[config.mk]
export PLATFORM = sky130hd
export DESIGN_NAME = exp_golomb_decoder
export DESIGN_NICKNAME = d
export VERILOG_FILES = /design/src/rtl/core/egd_pkg.sv /design/src/rtl/core/egd_bit_unit.sv /design/src/rtl/core/egd_value_map.sv /design/src/rtl/core/exp_golomb_decoder.sv
export SDC_FILE = /design/constraint.sdc
export NUM_CORES = 1
export LEC_CHECK = 0
export ABC_AREA = 1
export BUFFER_PORTS_ARGS = -buffer_cell sky130_fd_sc_hd__buf_4
export CAP_MARGIN = 15
export CELL_PAD_IN_SITES_DETAIL_PLACEMENT = 1
export CELL_PAD_IN_SITES_GLOBAL_PLACEMENT = 2
export CORE_MARGIN = 2
export CORE_UTILIZATION = 34
export CTS_BUF_LIST = sky130_fd_sc_hd__clkbuf_2
export CTS_CLUSTER_DIAMETER = 60
export DETAILED_ROUTE_END_ITERATION = 8
export HOLD_SLACK_MARGIN = 0.1
export PLACE_DENSITY_LB_ADDON = 0.1
export SETUP_SLACK_MARGIN = 0.15
export SKIP_LAST_GASP = 1
export SLEW_MARGIN = 20
export SYNTH_ARGS = -nofsm -noshare
export SYNTH_HDL_FRONTEND = slang
export SYNTH_SLANG_ARGS = --single-unit
[constraint.sdc]
create_clock -name clk -period 3.4 [get_ports clk]
set_input_delay 0.68 -clock clk [delete_from_list [all_inputs] [get_ports clk]]
set_output_delay 0.68 -clock clk [all_outputs]
set_load 0.01 [all_outputs]
[src/rtl/core/egd_pkg.sv]
// egd_pkg: shared types and constants for the exp-golomb decoder
// no dependencies; imported by every module in rtl/core
package egd_pkg;

	// a zero run of this many bits still starts a valid code
	localparam int unsigned MAX_ZEROS = 31;
	// counter width for zeros and suffix bits
	localparam int unsigned CNT_W = $clog2(MAX_ZEROS + 1);
	// width of the marker-plus-suffix word
	localparam int unsigned W_W = MAX_ZEROS + 1;
	localparam int unsigned VAL_W = 33;

	typedef struct packed {
		logic [7:0] data_byte;
		logic [2:0] first_bit;
	} in_word_t;

	typedef struct packed {
		logic signed [VAL_W-1:0] code_value;
		logic                    code_error;
		logic                    last_of_byte;
	} out_word_t;

	// one finished code from the bit unit, value kept as the raw 1-prefixed word
	typedef struct packed {
		logic           valid;
		logic           err;
		logic [W_W-1:0] w;
	} code_res_t;

	typedef enum logic [1:0] {
		ST_IDLE,
		ST_RUN,
		ST_FLUSH
	} state_t;

endpackage

[src/rtl/core/egd_bit_unit.sv]
// egd_bit_unit: code state registers and the one-bit decode step
// depends on egd_pkg
module egd_bit_unit
	import egd_pkg::*;
(
	input  logic      clk,
	input  logic      arst_n,
	input  logic      step,
	input  logic      bit_in,
	output code_res_t res
);

	logic [CNT_W-1:0] zc_q;
	logic             in_suf_q;
	logic [W_W-1:0]   acc_q;
	logic [CNT_W-1:0] left_q;

	logic [CNT_W-1:0] zc_d;
	logic             in_suf_d;
	logic [W_W-1:0]   acc_d;
	logic [CNT_W-1:0] left_d;
	logic [W_W-1:0]   acc_sh;

	assign acc_sh = {acc_q[W_W-2:0], bit_in};

	always_comb begin
		zc_d     = zc_q;
		in_suf_d = in_suf_q;
		acc_d    = acc_q;
		left_d   = left_q;
		res      = '0;
		if (!in_suf_q) begin
			if (!bit_in) begin
				if (zc_q == CNT_W'(MAX_ZEROS)) begin
					// zero run too long: flag and start over
					res.valid = 1'b1;
					res.err   = 1'b1;
					zc_d      = '0;
				end else begin
					zc_d = zc_q + 1'b1;
				end
			end else if (zc_q == '0) begin
				res.valid = 1'b1;
				res.w     = W_W'(1);
			end else begin
				// marker bit seeds the word so it ends up as 2^n + suffix
				in_suf_d = 1'b1;
				left_d   = zc_q;
				acc_d    = W_W'(1);
			end
		end else begin
			acc_d  = acc_sh;
			left_d = left_q - 1'b1;
			if (left_q == CNT_W'(1)) begin
				res.valid = 1'b1;
				res.w     = acc_sh;
				zc_d      = '0;
				in_suf_d  = 1'b0;
				left_d    = '0;
			end
		end
	end

	always_ff @(posedge clk or negedge arst_n) begin
		if (!arst_n) begin
			zc_q     <= '0;
			in_suf_q <= 1'b0;
			acc_q    <= '0;
			left_q   <= '0;
		end else if (step) begin
			zc_q     <= zc_d;
			in_suf_q <= in_suf_d;
			acc_q    <= acc_d;
			left_q   <= left_d;
		end
	end

endmodule

[src/rtl/core/egd_value_map.sv]
// egd_value_map: turns the 1-prefixed code word into a ue or se value
// depends on egd_pkg
module egd_value_map
	import egd_pkg::*;
(
	input  logic                    signed_mode,
	input  logic                    err,
	input  logic [W_W-1:0]          w,
	output logic signed [VAL_W-1:0] value
);

	// w is ue + 1, so se is w/2 for even w and -(w/2) for odd w
	logic [VAL_W-1:0] half;
	logic [VAL_W-1:0] ue;

	assign half = VAL_W'(w[W_W-1:1]);
	assign ue   = VAL_W'(w) - VAL_W'(1);

	always_comb begin
		if (err) begin
			value = '0;
		end else if (!signed_mode) begin
			value = ue;
		end else if (w[0]) begin
			value = -half;
		end else begin
			value = half;
		end
	end

endmodule

[src/rtl/core/exp_golomb_decoder.sv]
// exp_golomb_decoder: order-0 exp-golomb ue/se decoder, byte in, one code per word out
// depends on egd_pkg, egd_bit_unit, egd_value_map
//
// Takes one byte per input word and walks its bits from first_bit down to bit 0, one
// bit per cycle through a single shared bit unit unless a new code finds the held one
// blocked by a busy output; codes may span bytes. Every finished code gives one output
// word, the last one from a byte carrying last_of_byte. A run of 32 zeros gives a word
// with code_error set and value 0, and decoding restarts at the next bit. in_ready is
// high only while idle: a byte occupies the decoder for its bit walk plus a flush state
// that releases the held final code, longer when out_ready stalls. The user must write
// signed_mode with cfg_we only while the decoder is idle; not enforced by the block.
module exp_golomb_decoder
	import egd_pkg::*;
(
	input  logic      clk,
	input  logic      arst_n,
	input  logic      in_valid,
	output logic      in_ready,
	input  in_word_t  in_data,
	output logic      out_valid,
	input  logic      out_ready,
	output out_word_t out_data,
	input  logic      cfg_we,
	input  logic      cfg_wdata
);

	state_t state_q, state_d;

	logic            mode_q;
	logic [7:0]      byte_q;
	logic [2:0]      pos_q;
	logic            pend_v_q;
	code_res_t       pend_q;
	logic            out_v_q;
	out_word_t       out_q;

	code_res_t              res;
	logic                   step;
	logic                   out_busy;
	logic                   push_out;
	logic                   push_last;
	logic signed [VAL_W-1:0] pend_value;

	assign out_busy = out_v_q && !out_ready;

	egd_bit_unit u_bit (
		.clk    (clk),
		.arst_n (arst_n),
		.step   (step),
		.bit_in (byte_q[pos_q]),
		.res    (res)
	);

	egd_value_map u_map (
		.signed_mode (mode_q),
		.err         (pend_q.err),
		.w           (pend_q.w),
		.value       (pend_value)
	);

	always_comb begin
		state_d   = state_q;
		in_ready  = 1'b0;
		step      = 1'b0;
		push_out  = 1'b0;
		push_last = 1'b0;
		unique case (state_q)
			ST_IDLE: begin
				in_ready = 1'b1;
				if (in_valid) begin
					state_d = ST_RUN;
				end
			end
			ST_RUN: begin
				// a new code displaces the held one, which needs the output register free
				if (!(res.valid && pend_v_q && out_busy)) begin
					step     = 1'b1;
					push_out = res.valid && pend_v_q;
					if (pos_q == '0) begin
						state_d = ST_FLUSH;
					end
				end
			end
			ST_FLUSH: begin
				if (!pend_v_q) begin
					state_d = ST_IDLE;
				end else if (!out_busy) begin
					push_out  = 1'b1;
					push_last = 1'b1;
					state_d   = ST_IDLE;
				end
			end
			default: state_d = ST_IDLE;
		endcase
	end

	always_ff @(posedge clk or negedge arst_n) begin
		if (!arst_n) begin
			state_q <= ST_IDLE;
		end else begin
			state_q <= state_d;
		end
	end

	always_ff @(posedge clk or negedge arst_n) begin
		if (!arst_n) begin
			mode_q <= 1'b0;
		end else if (cfg_we) begin
			mode_q <= cfg_wdata;
		end
	end

	always_ff @(posedge clk) begin
		if (in_ready && in_valid) begin
			byte_q <= in_data.data_byte;
			pos_q  <= in_data.first_bit;
		end else if (step && pos_q != '0) begin
			pos_q <= pos_q - 1'b1;
		end
	end

	// held code: not known to be the last of its byte until the next one or the byte end
	always_ff @(posedge clk or negedge arst_n) begin
		if (!arst_n) begin
			pend_v_q <= 1'b0;
		end else if (step && res.valid) begin
			pend_v_q <= 1'b1;
		end else if (push_last) begin
			pend_v_q <= 1'b0;
		end
	end

	always_ff @(posedge clk) begin
		if (step && res.valid) begin
			pend_q <= res;
		end
	end

	always_ff @(posedge clk or negedge arst_n) begin
		if (!arst_n) begin
			out_v_q <= 1'b0;
		end else if (push_out) begin
			out_v_q <= 1'b1;
		end else if (out_ready) begin
			out_v_q <= 1'b0;
		end
	end

	always_ff @(posedge clk) begin
		if (push_out) begin
			out_q.code_value   <= pend_value;
			out_q.code_error   <= pend_q.err;
			out_q.last_of_byte <= push_last;
		end
	end

	assign out_valid = out_v_q;
	assign out_data  = out_q;

endmodule
# Word-level counts from Yosys, hierarchy flattened
# Cells that the tools add are included.
# Widths: inputs -> output; s select.
# word_totals
ff_bits	126
inputBits	17
output_inout_bits	37
word_cells	99
# op_classes
n_addsub	5
n_lt_le_gt_ge	1
eq_ne	11
muxes	48
reduce_logical	19
# op_table
operator	count
$mux 32	3
$mux 31	3
$mux 33	2
$mux 5	8
$neg 31->33	1
$sub 32x1->33 const B	1
$mux 1	21
$mux 2	6
$ne 2x2->1 const B	5
$reduce_bool 2->1	4
$logic_and 1x1->1	6
$mux 3	2
$pmux 2 s3	1
$reduce_and 3->1	2
$add 5x1->5 const B	1
$eq 5x1->1 const B	1
$eq 5x5->1 const B	1
$logic_not 5->1	1
$sub 5x1->5 const B	1
$lt 3x4->1 const B	1
$reduce_and 4->1	1
$bmux 1 s3	1
$logic_not 3->1	1
$ne 3x3->1 const B	1
9 further kinds	9

# Depth between registers and ports, before layout
# Gate-level depths: netlist of run 1.
# logic_depth
ltp_word	11
mapped_depth	13
mapped_depth_nobuf	12

# Cells and area by module
# Synthesis of run 1 repeated with hierarchy kept, for this count alone.
# hier_totals
cells_unflattened	849
area_unflattened_um2	7035.5
# by_module_without_submodules
mod	n_inst	cells_per_inst	area_each_um2	seq_area_each_um2
exp_golomb_decoder	1	163	2894.0	2497.4
egd_value_map	1	441	2087.0	0.0
egd_bit_unit	1	245	2054.5	1051.0

# Least setup slack after synthesis of run 1
# OpenSTA, ideal clock, no wires.
# synth_path
path_type	register to register
startpoint	reg u_bit.zc_q[0]
endpoint	reg pend_q[0] in the netlist's numbering (enable)
setup_ps	423
arrival_time_ps	2794
required_ps	2977
slack_ps	183
stages_incl_launch_ff	10
n_path_buf	0
synth_period_minus_slack_ps	3217
path_cell_list	dfrtp_1 > ha_1 > nand2_1 > nor2_1 > ha_1 > nor2_1 > a21oi_2 > nand3_4 > nand2_1 > nor2_1
# synth_via
elab_chain_len	9
elab_cells_between_ends	11
cone_classes	eq/ne (1); mux (6); reduce/logical (4)
# synth_lines
element	line_no	source
start: declaration	egd_bit_unit.sv:13	logic [CNT_W-1:0] zc_q;
start signal: assignment	egd_bit_unit.sv:71	zc_q <= zc_d;
$eq 5x5->1 / $logic_not 5->1 (equally long branches)	egd_bit_unit.sv:34, egd_bit_unit.sv:42	
$mux 2 / $mux 1 (equally long branches)	egd_bit_unit.sv:34, egd_bit_unit.sv:42	
$mux 1 *	egd_bit_unit.sv:33	if (!bit_in) begin
$mux 1 *	egd_bit_unit.sv:32	if (!in_suf_q) begin
$logic_and 1x1->1 (2 in series)	exp_golomb_decoder.sv:76	if (!(res.valid && pend_v_q && out_busy)) begin
$mux 1	exp_golomb_decoder.sv:76	
$mux 1	exp_golomb_decoder.sv:67	unique case (state_q)
$logic_and 1x1->1 *	exp_golomb_decoder.sv:134	if (step && res.valid) begin
end signal: assignment	exp_golomb_decoder.sv:135	pend_q <= res;
end: declaration	exp_golomb_decoder.sv:33	code_res_t pend_q;
# Every way passes the cells marked *; elsewhere a longest branch is shown, timed or not.
# A chain may end at the register's enable or synchronous reset.

# Worst setup path in the final report of run 1
# layout_path
startpoint	reg u_bit.zc_q[0]
endpoint	reg u_bit.acc_q[16]
# layout_via
elab_chain_len	9
elab_cells_between_ends	12
cone_classes	eq/ne (2); mux (6); reduce/logical (4)
# layout_lines
element	line_no	source
$eq 5x5->1 / $logic_not 5->1 (equally long branches)	egd_bit_unit.sv:34, egd_bit_unit.sv:42	
$mux 2 / $mux 1 (equally long branches)	egd_bit_unit.sv:34, egd_bit_unit.sv:42	
$mux 1	egd_bit_unit.sv:33	
$mux 1	egd_bit_unit.sv:32	
$logic_and 1x1->1 (2 in series)	exp_golomb_decoder.sv:76	
$mux 1	exp_golomb_decoder.sv:76	
$mux 1	exp_golomb_decoder.sv:67	
$reduce_and 3->1 (no line) *	n/a	
end signal: assignment	egd_bit_unit.sv:68	acc_q <= '0;
end signal: assignment	egd_bit_unit.sv:73	acc_q <= acc_d;
end: declaration	egd_bit_unit.sv:15	logic [W_W-1:0] acc_q;
# Marks and branches as above.

==> impl_summary.txt, run 1 <==
----------------------------------------------------
[Worst setup path]
  Worst-path maximum fanout ... 45
  Critical path data required time ... 4030 ps
  Startpoint type of the worst setup path ... flip-flop
  List of cells traversed by the critical path ... ha_1, nand2_1, nor2_1, ha_1, nor2_1, a21oi_2, nand3_4, buf_4, nand3_4, nand2_1, nand2_1
  Critical path's largest stage delay ... approximately 470 ps
  Category of the critical setup timing path ... reg -> reg
  Crit path buffers/inverters ... 1
  Cell type of the slowest stage on the worst timing path ... sky130_fd_sc_hd__dfrtp_1
  CP dominant cell by count ... sky130_fd_sc_hd__nand2_1
  CP Capture Type ... flip-flop
  Top delay family on crit path ... simple AND/OR/NAND/NOR gates
  Endpoint arrival time on the critical path ... 3350 ps

[Global route]
  Number of antenna violations at the first check in global routing ... 1
  Overall overflow remaining after global route ... 0
  Largest net degree at the start of global routing ... 48
  Vias in the first global route ... 6318
  Aggregate global-route resource usage ... 0.191
  Global-route wire length before repair ... about 33000 um

[Floorplan]
  Overall die area ... roughly 22000 um^2
  IO Count ... 54
  Initial Util ... 0.347
  Die Wd ... 148 um
  Floorplan core area ... 20300 um^2
  Row count ... between 50 and 60
  DIE HEIGHT ... roughly 150 um

[Timing]
  Setup repair after global routing missed its margin ... false
  Max Transition Viols Final ... 0
  Post-route worst setup slack ... 683 ps
  Slew Limit Headroom ... 0.400
  Summed negative setup slack over all endpoints ... 0 ps
  Time the worst path needs with I/O delays and setup ... approximately 2700 ps
  Hold Fails Final Rpt ... 0
  Post-route clock skew ... 38.3 ps
  Achievable Freq ... 0.368 GHz
  Period utilisation layout ... 0.799
  Count of final setup violators ... 0
  Actual slew at the worst max-slew pin ... 900 ps

[Power]
  Switching power total ... 3.02 mW
  Design internal power ... between 3 and 4 mW
  Pwr per Cell Area ... 819 nW/um^2
  Logic pwr share ... 0.435
  Power consumption ... 6.60 mW
  Share of power burned in registers ... 0.402
  VDD IR max ... 0.504 mV
  Net Sw Frac ... 0.457
  Clock network power share ... 0.163
  Lkg Pwr ... 3.55 nW

[Placed design]
  DP HPWL ... 14300 um
  Dpl ws ... roughly 700 ps
  Last weighted congestion value of the routability-driven placer ... 0.850
  Port buffer count ... 53

[Yosys]
  Post-synth net total ... roughly 910
  Netlist area before placement ... 7040 um^2
  Sequential element share of the synthesized area ... 0.504
  Synth unique cells ... 30
  Synthesized area per cell ... approximately 8.0 um^2
  Number of synthesized register bits ... between 100 and 150
  Count of synthesis-stage warnings from yosys ... 0
  Mapped Cells ... ~900

[Clock tree]
  H-tree depth reported by CTS ... 4
  Clock tree root buffer cell ... sky130_fd_sc_hd__clkbuf_2
  Clock edge transition at the registers on the reported setup and hold paths ... 200 ps
  Worst-skew pair later-pin latency ... 740 ps
  Max Root-Sink Buffers ... 2
  TritonCTS sink count ... around 130
  CTS Buf Count ... 17
  Buffers inserted during post-CTS setup optimization ... 0
  Number of gates resized after CTS ... 0
  Total of hold buffers inserted after clock tree synthesis ... 9
  Clock tree from TritonCTS ... yes

[Drt]
  Number of search-and-repair iterations in the first detailed-routing pass ... 4
  Count of routing violations after the opening detailed-route iteration ... 301
  Via count normalized by instance count ... 4.91
  Aggregate routed wire length ... between 15000 and 20000 um
  Detailed-route DRC error count ... 0
  DRT antenna net count ... 0
  Drt wl/cell ... 16.2 um
  Vias post-DR ... 6011

[Run status]
  Result of the run ... complete, no violations

[Finish]
  Layout Nets ... 969
  Fraction of layout cells with a size suffix above 1 ... 0.114
  Layout overhead on the synthesized area ... 14.6%
  Share of the core filled with cells in the final layout ... 0.397

[Min path]
  Classification of the worst-slack hold path ... in -> reg

[Job]
  Max-cap violations ... 0

----------------------------------------------------
## state kept, by name (all words and copies together), names as in the netlist
name	cells
pos_q	3
out_data	35
state_q	2
u_bit.zc_q	5
mode_q	1
u_bit.left_q	5
byte_q	8
u_bit.acc_q	31
u_bit.in_suf_q	1
pend_v_q	1
out_valid	1
pend_q	33
## layout make-up
cell class              count  area [um^2]
multi-input cells         626         2970
clock buffers              17         85.1
well taps                 270          338
fillers                  2502        12200
inverters                  94          353
clock inverters            15          186
repair buffers             74          578
diodes                      1         2.50
flip-flops and latches    126         3550
## synth_stat cells
master	instances	area share
sky130_fd_sc_hd__nand2_1	248	0.13
sky130_fd_sc_hd__nand3b_1	2	0.0021
sky130_fd_sc_hd__nand2_2	2	0.0018
sky130_fd_sc_hd__inv_2	1	0.00053
sky130_fd_sc_hd__buf_2	5	0.0036
sky130_fd_sc_hd__nand3_1	43	0.031
sky130_fd_sc_hd__and2_1	1	0.00089
sky130_fd_sc_hd__o21ai_0	52	0.037
sky130_fd_sc_hd__a21boi_2	1	0.0016
sky130_fd_sc_hd__a21oi_2	1	0.0012
sky130_fd_sc_hd__a21oi_1	55	0.039
sky130_fd_sc_hd__nand3_4	2	0.0050
sky130_fd_sc_hd__clkbuf_1	26	0.014
sky130_fd_sc_hd__dfrtp_1	47	0.17
sky130_fd_sc_hd__o22ai_1	3	0.0027
sky130_fd_sc_hd__o211ai_1	3	0.0032
sky130_fd_sc_hd__xor2_1	19	0.024
sky130_fd_sc_hd__buf_1	3	0.0016
sky130_fd_sc_hd__nand3_2	1	0.0014
sky130_fd_sc_hd__inv_1	93	0.050
sky130_fd_sc_hd__ha_1	13	0.023
sky130_fd_sc_hd__and3b_1	1	0.0012
sky130_fd_sc_hd__edfxtp_1	79	0.34
sky130_fd_sc_hd__o31ai_1	1	0.0011
sky130_fd_sc_hd__nor3_1	7	0.0050
sky130_fd_sc_hd__or2_2	3	0.0027
sky130_fd_sc_hd__xnor2_1	2	0.0025
sky130_fd_sc_hd__nor2_1	122	0.065
sky130_fd_sc_hd__buf_6	3	0.0048
sky130_fd_sc_hd__nand4_1	44	0.039
## worst paths after layout
path	depth (start not counted)	startpoint	slack (ps)	end
min reg2reg	2	u_bit.left_q[3]	500	u_bit.left_q[3]
min	2	cfg_we	190	mode_q
max in group asynchronous	2	arst_n	2450	u_bit.in_suf_q
max reg2reg	11	u_bit.zc_q[0]	680	u_bit.acc_q[16]
min in group asynchronous	2	arst_n	470	state_q[0]
max	11	u_bit.zc_q[0]	680	u_bit.acc_q[16]
## layer usage
layer / wire (um) / global-route usage
met1: 9540 / 0.256
met5: 0 / 0
met3: 446 / 0.0278
met4: 413 / 0.0700
met2: 9430 / 0.318
## through the flow
stage	cell area [um^2]	cells	hold slack [ps]
after global placement	7700	1181	455
after CTS	8060	1222	131
final	8070	1223	190
after global routing	8070	1223	133
after floorplan	7040	883	384
after detailed placement	7700	1181	467
## power by group through the flow
stage | registers [mW] | logic, mW | clock network (mW)
3_5_place_dp | 2.69 | 2.91 | 0
6_report | 2.65 | 2.87 | 1.08
3_3_place_gp | 2.68 | 2.83 | 0
4_1_cts | 2.66 | 2.93 | 1.12
2_1_floorplan | 2.60 | 1.99 | 0
5_1_grt | 2.72 | 3.28 | 1.18
## logic make-up after synthesis
kind of cell               share of synthesized area
xor gates and xnor gates                      0.0261
buffers and inverters                         0.0739
AOI/OAI and AO/OA                             0.0858
adders and majority gates                     0.0231
DFF                                            0.504
and+or+nand+nor                                0.287
## cells in the final DEF, fill, tap and decap left out, drive strengths merged, types with 3 or more instances in the layout
cell	count
or2	3
clkbuf	17
buf	65
nand4	44
nor2	122
dlygate4sd3	9
o211ai	3
o21ai	52
nand2	250
o22ai	3
a21oi	56
ha	13
bufinv	3
nand3	46
nor3	7
inv	98
clkinv	6
xor2	19
edfxtp	79
dfrtp	47
No activity file was read; power rests on OpenSTA's default activity.
==> run 2, diff against run 1 <==
Clock period 3.4 ns to 2.4 ns, I/O delays scaled along.
==> impl_summary.txt, run 2 (synthesis gave the netlist of run 1 again) <==
----------------------------------------------------
[Run status]
  Result of the run ... complete, no violations

[Timing]
  Achievable Freq ... 0.469 GHz
  Period utilisation layout ... 0.889
  Max Transition Viols Final ... 0
  Post-route clock skew ... between 30 and 40 ps
  Slew Limit Headroom ... 0.526
  Actual slew at the worst max-slew pin ... ~710 ps
  Time the worst path needs with I/O delays and setup ... 2130 ps
  Count of final setup violators ... 0
  Hold Fails Final Rpt ... 0
  Worst hold-check slack ... 291 ps
  Post-route worst setup slack ... 267 ps
  Setup repair after global routing missed its margin ... true
  Summed negative setup slack over all endpoints ... 0 ps

[Drt]
  Drt wl/cell ... 16.2 um
  Aggregate routed wire length ... 20500 um
  Vias post-DR ... 6151
  Number of search-and-repair iterations in the first detailed-routing pass ... 4
  DRT antenna net count ... 0
  Via count normalized by instance count ... 4.88
  Count of routing violations after the opening detailed-route iteration ... 401
  Detailed-route DRC error count ... 0

[Finish]
  Layout Nets ... a little over 1000
  Commonest non-fill, non-tap cell in the layout ... sky130_fd_sc_hd__nand2_1
  Share of the core filled with cells in the final layout ... 0.420
  Fraction of layout cells with a size suffix above 1 ... 0.165
  Layout overhead on the synthesized area ... 21.0%
  Filler-free cell count of the finished design ... 1260
  Post-route cell area ... between 8000 and 9000 um^2
  Max FFs per register ... 35
  Most frequent cells in the layout ... sky130_fd_sc_hd__nand2_1 (243), sky130_fd_sc_hd__nor2_1 (112), sky130_fd_sc_hd__inv_1 (90), sky130_fd_sc_hd__buf_4 (90), sky130_fd_sc_hd__edfxtp_1 (79)

[Clock tree]
  TritonCTS sink count ... 126
  CTS Buf Count ... 17
  Max Root-Sink Buffers ... 2
  Clock tree from TritonCTS ... yes
  H-tree depth reported by CTS ... 4
  Worst-skew pair later-pin latency ... 740 ps
  Clock edge transition at the registers on the reported setup and hold paths ... around 220 ps
  Clock tree root buffer cell ... sky130_fd_sc_hd__clkbuf_2

[Worst setup path]
  Reg2reg path depth ... 12
  Startpoint type of the worst setup path ... flip-flop
  Capture point of the worst path ... out_data[32]
  Cell type of the slowest stage on the worst timing path ... sky130_fd_sc_hd__dfrtp_1
  Top delay family on crit path ... buffers and inverters
  List of cells traversed by the critical path ... buf_4, buf_4, inv_1, ha_1, nand4_1, nand3_4, nand4_1, nand2_1, nand2_2, clkinvlp_4, buf_12, buf_12
  Critical path's largest stage delay ... 440 ps
  CP Capture Type ... flip-flop
  Depth of the critical timing path with buffers and inverters included ... 12
  Critical path data required time ... 2850 ps
  Startpoint of the worst-slack reg-to-reg timing path ... u_bit.zc_q[1]
  Crit path buffers/inverters ... 6
  Endpoint arrival time on the critical path ... 2580 ps
  Category of the critical setup timing path ... reg -> reg
  Startpoint of the worst setup timing path ... u_bit.zc_q[1]
  Worst-path maximum fanout ... 11
  FF-to-FF setup slack ... about 270 ps
  Reg-to-reg endpoint ... out_data[32]

[Placed design]
  Port buffer count ... between 50 and 60
  Placed Instances ... 1194
  Dpl ws ... 99.5 ps
  DP HPWL ... between 10000 and 15000 um
  Last weighted congestion value of the routability-driven placer ... between 0.8 and 0.9
  Placement-stage cell area ... around 7900 um^2

[Global route]
  Global-route wire length before repair ... 33100 um
  Largest net degree at the start of global routing ... 63
  Overall overflow remaining after global route ... 0
  Vias in the first global route ... 6322
  Number of antenna violations at the first check in global routing ... 1
  Aggregate global-route resource usage ... 0.192

[Floorplan]
  Die Wd ... 148 um
  Initial Util ... 0.347
  Floorplan core area ... 20300 um^2
  Overall die area ... between 20000 and 25000 um^2
  DIE HEIGHT ... about 150 um
  Row count ... 52
  IO Count ... 54

[Job]
  Max-cap violations ... 0

[Power]
  Power consumption ... 9.92 mW
  Pwr per Cell Area ... 1160 nW/um^2
  VDD IR max ... ~0.44 mV
  Lkg Pwr ... 3.73 nW

[Min path]
  Classification of the worst-slack hold path ... in -> async

----------------------------------------------------
-- run 2: cell types whose count changed in the layout (fill, tap and decap cells not counted), moves of 4 or more --
| cell | delta |
|---|---|
| sky130_fd_sc_hd__nand2_1 | -5 |
| sky130_fd_sc_hd__buf_4 | +25 |
| sky130_fd_sc_hd__nor2_2 | +7 |
| sky130_fd_sc_hd__dlygate4sd3_1 | +7 |
| sky130_fd_sc_hd__buf_12 | +4 |
| sky130_fd_sc_hd__nor2_1 | -9 |
-- run 2: area by class of cell --
class,instances,area [um^2]
inverters,94,357
repair buffers,111,941
flip-flops and latches,126,3550
fillers,2486,11800
clock inverters,15,186
diodes,1,2.50
well taps,270,338
multi-input cells,626,3060
clock buffers,17,85.1
-- run 2: power breakdown --
group          internal (mW)  switching, mW  leakage (nW)
clock                  0.596          0.926         0.148
combinational           1.67           3.02          2.21
sequential              3.18          0.533          1.38
-- run 2: how the worst min path moves through the flow --
stage	to	cells after the start	from	slack (ps)
after floorplan	mode_q	0	arst_n	180
after global placement	u_bit.acc_q[30]	2	u_bit.acc_q[30]	460
after detailed placement	u_bit.left_q[3]	2	u_bit.left_q[3]	460
after CTS	u_bit.acc_q[11]	2	arst_n	230
after global routing	u_bit.acc_q[11]	2	arst_n	270
final	u_bit.acc_q[11]	2	arst_n	290
-- run 2: timing repair --
item / 4_1_cts / 5_1_grt
endpoints found under the hold margin: 63 / 0
gates resized for setup: 5 / 20
gates cloned: 0 / 1
hold buffers: 16 / 0
setup buffers: 5 / 11
setup endpoints to repair: 38 / 122
pin swaps: 1 / 3
-- run 2: metal layers --
metal / GRT usage / vias up / part of all wire
met5: 0 / - / 0
met1: 0.253 / 2957 / 0.47
li1: - / 3088 / -
met3: 0.0343 / 18 / 0.027
met4: 0.0538 / 0 / 0.011
met2: 0.327 / 88 / 0.50
==> run 3, diff against run 2 <==
Settings changed: ABC_AREA 1 to unset, CORE_UTILIZATION 34 to 38, TNS_END_PERCENT set to 50.
==> impl_summary.txt, run 3 <==
----------------------------------------------------
[Power]
  Lkg Pwr ... 3.39 nW
  Power consumption ... 8.49 mW
  VDD IR max ... ~0.53 mV
  Pwr per Cell Area ... 997 nW/um^2

[Floorplan]
  Row count ... 48
  Overall die area ... 18500 um^2
  Initial Util ... 0.386
  Floorplan core area ... 17100 um^2
  Die Wd ... about 140 um
  DIE HEIGHT ... 136 um
  IO Count ... between 50 and 60

[Worst setup path]
  Category of the critical setup timing path ... reg -> reg
  Endpoint arrival time on the critical path ... 2790 ps
  Crit path buffers/inverters ... 3
  Startpoint type of the worst setup path ... flip-flop
  Worst-path maximum fanout ... 18
  List of cells traversed by the critical path ... mux4_2, mux2i_4, a211o_1, buf_6, a31oi_4, nor3_4, buf_4, buf_12
  Critical path's largest stage delay ... 570 ps
  Cell type of the slowest stage on the worst timing path ... sky130_fd_sc_hd__mux4_2
  FF-to-FF setup slack ... 70 ps
  Startpoint of the worst-slack reg-to-reg timing path ... pos_q[0]
  Startpoint of the worst setup timing path ... pos_q[0]
  Top delay family on crit path ... multiplexers
  CP Capture Type ... flip-flop
  Critical path data required time ... 2850 ps

[Timing]
  Hold Fails Final Rpt ... 0
  Period utilisation layout ... 0.972
  Achievable Freq ... 0.429 GHz
  Time the worst path needs with I/O delays and setup ... 2330 ps
  Slew Limit Headroom ... 0.573
  Setup repair after global routing missed its margin ... true
  Actual slew at the worst max-slew pin ... 640 ps
  Max Transition Viols Final ... 0
  Count of final setup violators ... 0
  Post-route clock skew ... 19.9 ps

[Yosys]
  Synth unique cells ... 61
  Top cell type by total area after synthesis ... sky130_fd_sc_hd__edfxtp_1
  Most common cell in the netlist ... sky130_fd_sc_hd__edfxtp_1
  Most numerous cell types in the synthesized netlist ... sky130_fd_sc_hd__edfxtp_1 (79), sky130_fd_sc_hd__dfrtp_1 (47), sky130_fd_sc_hd__nor2_1 (40)
  Number of synthesized register bits ... approximately 130
  Sequential element share of the synthesized area ... 0.537
  Post-synth net total ... 620
  Count of synthesis-stage warnings from yosys ... 0
  Flip-flop cell with the highest count after synthesis ... sky130_fd_sc_hd__edfxtp_1
  Ranking of synthesized cells by area ... sky130_fd_sc_hd__edfxtp_1 (36%), sky130_fd_sc_hd__dfrtp_1 (18%), sky130_fd_sc_hd__xor2_1 (4.4%)
  Number of flops mapped to enable cells by yosys ... 79
  Netlist area before placement ... approximately 6600 um^2
  Async set-reset flop share out of synthesis ... 0.373
  Share of the synthesized area in the top cell type ... 0.359
  Mapped Cells ... 590
  Synthesized area per cell ... 11.2 um^2

[Global route]
  Largest net degree at the start of global routing ... 48
  Global-route wire length before repair ... 27100 um
  Aggregate global-route resource usage ... 0.191
  Number of antenna violations at the first check in global routing ... 0
  Overall overflow remaining after global route ... 0
  Vias in the first global route ... 5167

[Clock tree]
  H-tree depth reported by CTS ... 4
  Worst-skew pair later-pin latency ... around 730 ps
  Max Root-Sink Buffers ... 2
  CTS Buf Count ... 17
  TritonCTS sink count ... roughly 130
  Clock edge transition at the registers on the reported setup and hold paths ... 190 ps
  Clock tree root buffer cell ... sky130_fd_sc_hd__clkbuf_2
  Clock tree from TritonCTS ... yes

[Min path]
  Hold wc startpoint ... in_valid
  Classification of the worst-slack hold path ... in -> reg

[Drt]
  Detailed-route DRC error count ... 0
  Drt wl/cell ... roughly 18 um
  Via count normalized by instance count ... 5.31
  DRT antenna net count ... 0
  Aggregate routed wire length ... 17200 um
  Vias post-DR ... roughly 5100
  Number of search-and-repair iterations in the first detailed-routing pass ... 5
  Count of routing violations after the opening detailed-route iteration ... 336

[Finish]
  Layout Nets ... approximately 750
  Most frequent cells in the layout ... sky130_fd_sc_hd__buf_4 (120), sky130_fd_sc_hd__edfxtp_1 (79), sky130_fd_sc_hd__dfrtp_1 (47)
  Fraction of layout cells with a size suffix above 1 ... 0.279
  Post-route cell area ... 8520 um^2
  Commonest non-fill, non-tap cell in the layout ... sky130_fd_sc_hd__buf_4
  Layout overhead on the synthesized area ... 29.0%
  Number of diodes added for antenna fixing ... 0
  Max FFs per register ... 35

[Placed design]
  Last weighted congestion value of the routability-driven placer ... approximately 0.9
  Placement-stage cell area ... ~7700 um^2
  Port buffer count ... 53
  DP HPWL ... around 12000 um

[Job]
  Max-cap violations ... 0

[Run status]
  Result of the run ... complete, no violations

----------------------------------------------------
==> run 3: cell types whose count changed after synthesis, sizes merged, moves of 30 or more <==
cell / before / now
nand2: 250 / 36
nor2: 122 / 40
inv: 94 / 17
a21oi: 56 / 9
nand3: 46 / 9
nand4: 44 / 9
o21ai: 52 / 20
a22o: 0 / 30
and2: 1 / 31
==> run 3: logic make-up (layout without fill, tap and decap cells) <==
kind of cell | count (synthesis) | count (layout) | synth area share
adders and majority gates | 13 | 13 | 0.0246
muxes | 8 | 8 | 0.0163
buffers and inverters | 60 | 200 | 0.0379
and+or+nand+nor | 195 | 195 | 0.163
xor gates and xnor gates | 54 | 54 | 0.0716
DFF | 126 | 126 | 0.537
AOI/OAI and AO/OA | 134 | 134 | 0.149
==> run 3: layout make-up <==
cell class,count,area [um^2]
Clock buffer,18,90.1
Tap cell,225,282
Fill cell,1872,8600
Multi-Input combinational cell,404,3010
Sequential cell,126,3550
Clock inverter,14,193
Timing Repair Buffer,149,1320
Inverter,19,71.3
==> run 3: worst paths after layout <==
check | to | cells past startpoint
setup / recovery | out_data[24] | 8
hold / removal | state_q[1] | 5
setup reg to reg | out_data[24] | 8
hold reg to reg | u_bit.acc_q[1] | 1
max in group asynchronous | u_bit.acc_q[30] | 2
min in group asynchronous | state_q[1] | 2
==> run 3: timing repair <==
action,CTS,global route
setup endpoints to repair,84,97
hold buffers,15,0
gates resized for setup,8,26
hold endpoints to repair,60,0
buffers inserted,5,10
pin swaps,3,9
cloned,1,4
==> run 3: where the power goes <==
| group | internal [mW] | switching, mW |
|---|---|---|
| Sequential | 2.97 | 0.399 |
| Combinational | 1.65 | 1.93 |
| Clock | 0.691 | 0.846 |
| Total | 5.32 | 3.18 |
==> run 3: worst register-to-register path, cell delays in order, from the launching register on <==
cell	delay (ps)
sky130_fd_sc_hd__edfxtp_1	470
sky130_fd_sc_hd__mux4_2	570
sky130_fd_sc_hd__mux2i_4	160
sky130_fd_sc_hd__a211o_1	180
sky130_fd_sc_hd__buf_6	110
sky130_fd_sc_hd__a31oi_4	90
sky130_fd_sc_hd__nor3_4	160
sky130_fd_sc_hd__buf_4	150
sky130_fd_sc_hd__buf_12	150
==> run 3: through the flow <==
stage	hold slack, ps	utilization	TNS [ps]	worst slack [ps]	cells
after floorplan	184	-	-16820	-434	590
after global placement	481	0.447	0	19.9	888
after detailed placement	493	0.447	-466	-33.5	888
after CTS	203	0.479	0	5.45	941
after global routing	194	0.498	-2450	-61.2	955
final	261	0.498	0	68.2	955
==> run 3: layer usage <==
layer | track usage | up-vias | wire (um) | part of all wire
li1 | - | 2456 | - | -
met1 | 0.241 | 2493 | 7650 | 0.45
met2 | 0.328 | 103 | 8710 | 0.51
met3 | 0.0410 | 17 | 579 | 0.034
met4 | 0.0590 | 0 | 240 | 0.014
met5 | 0 | - | 0 | 0
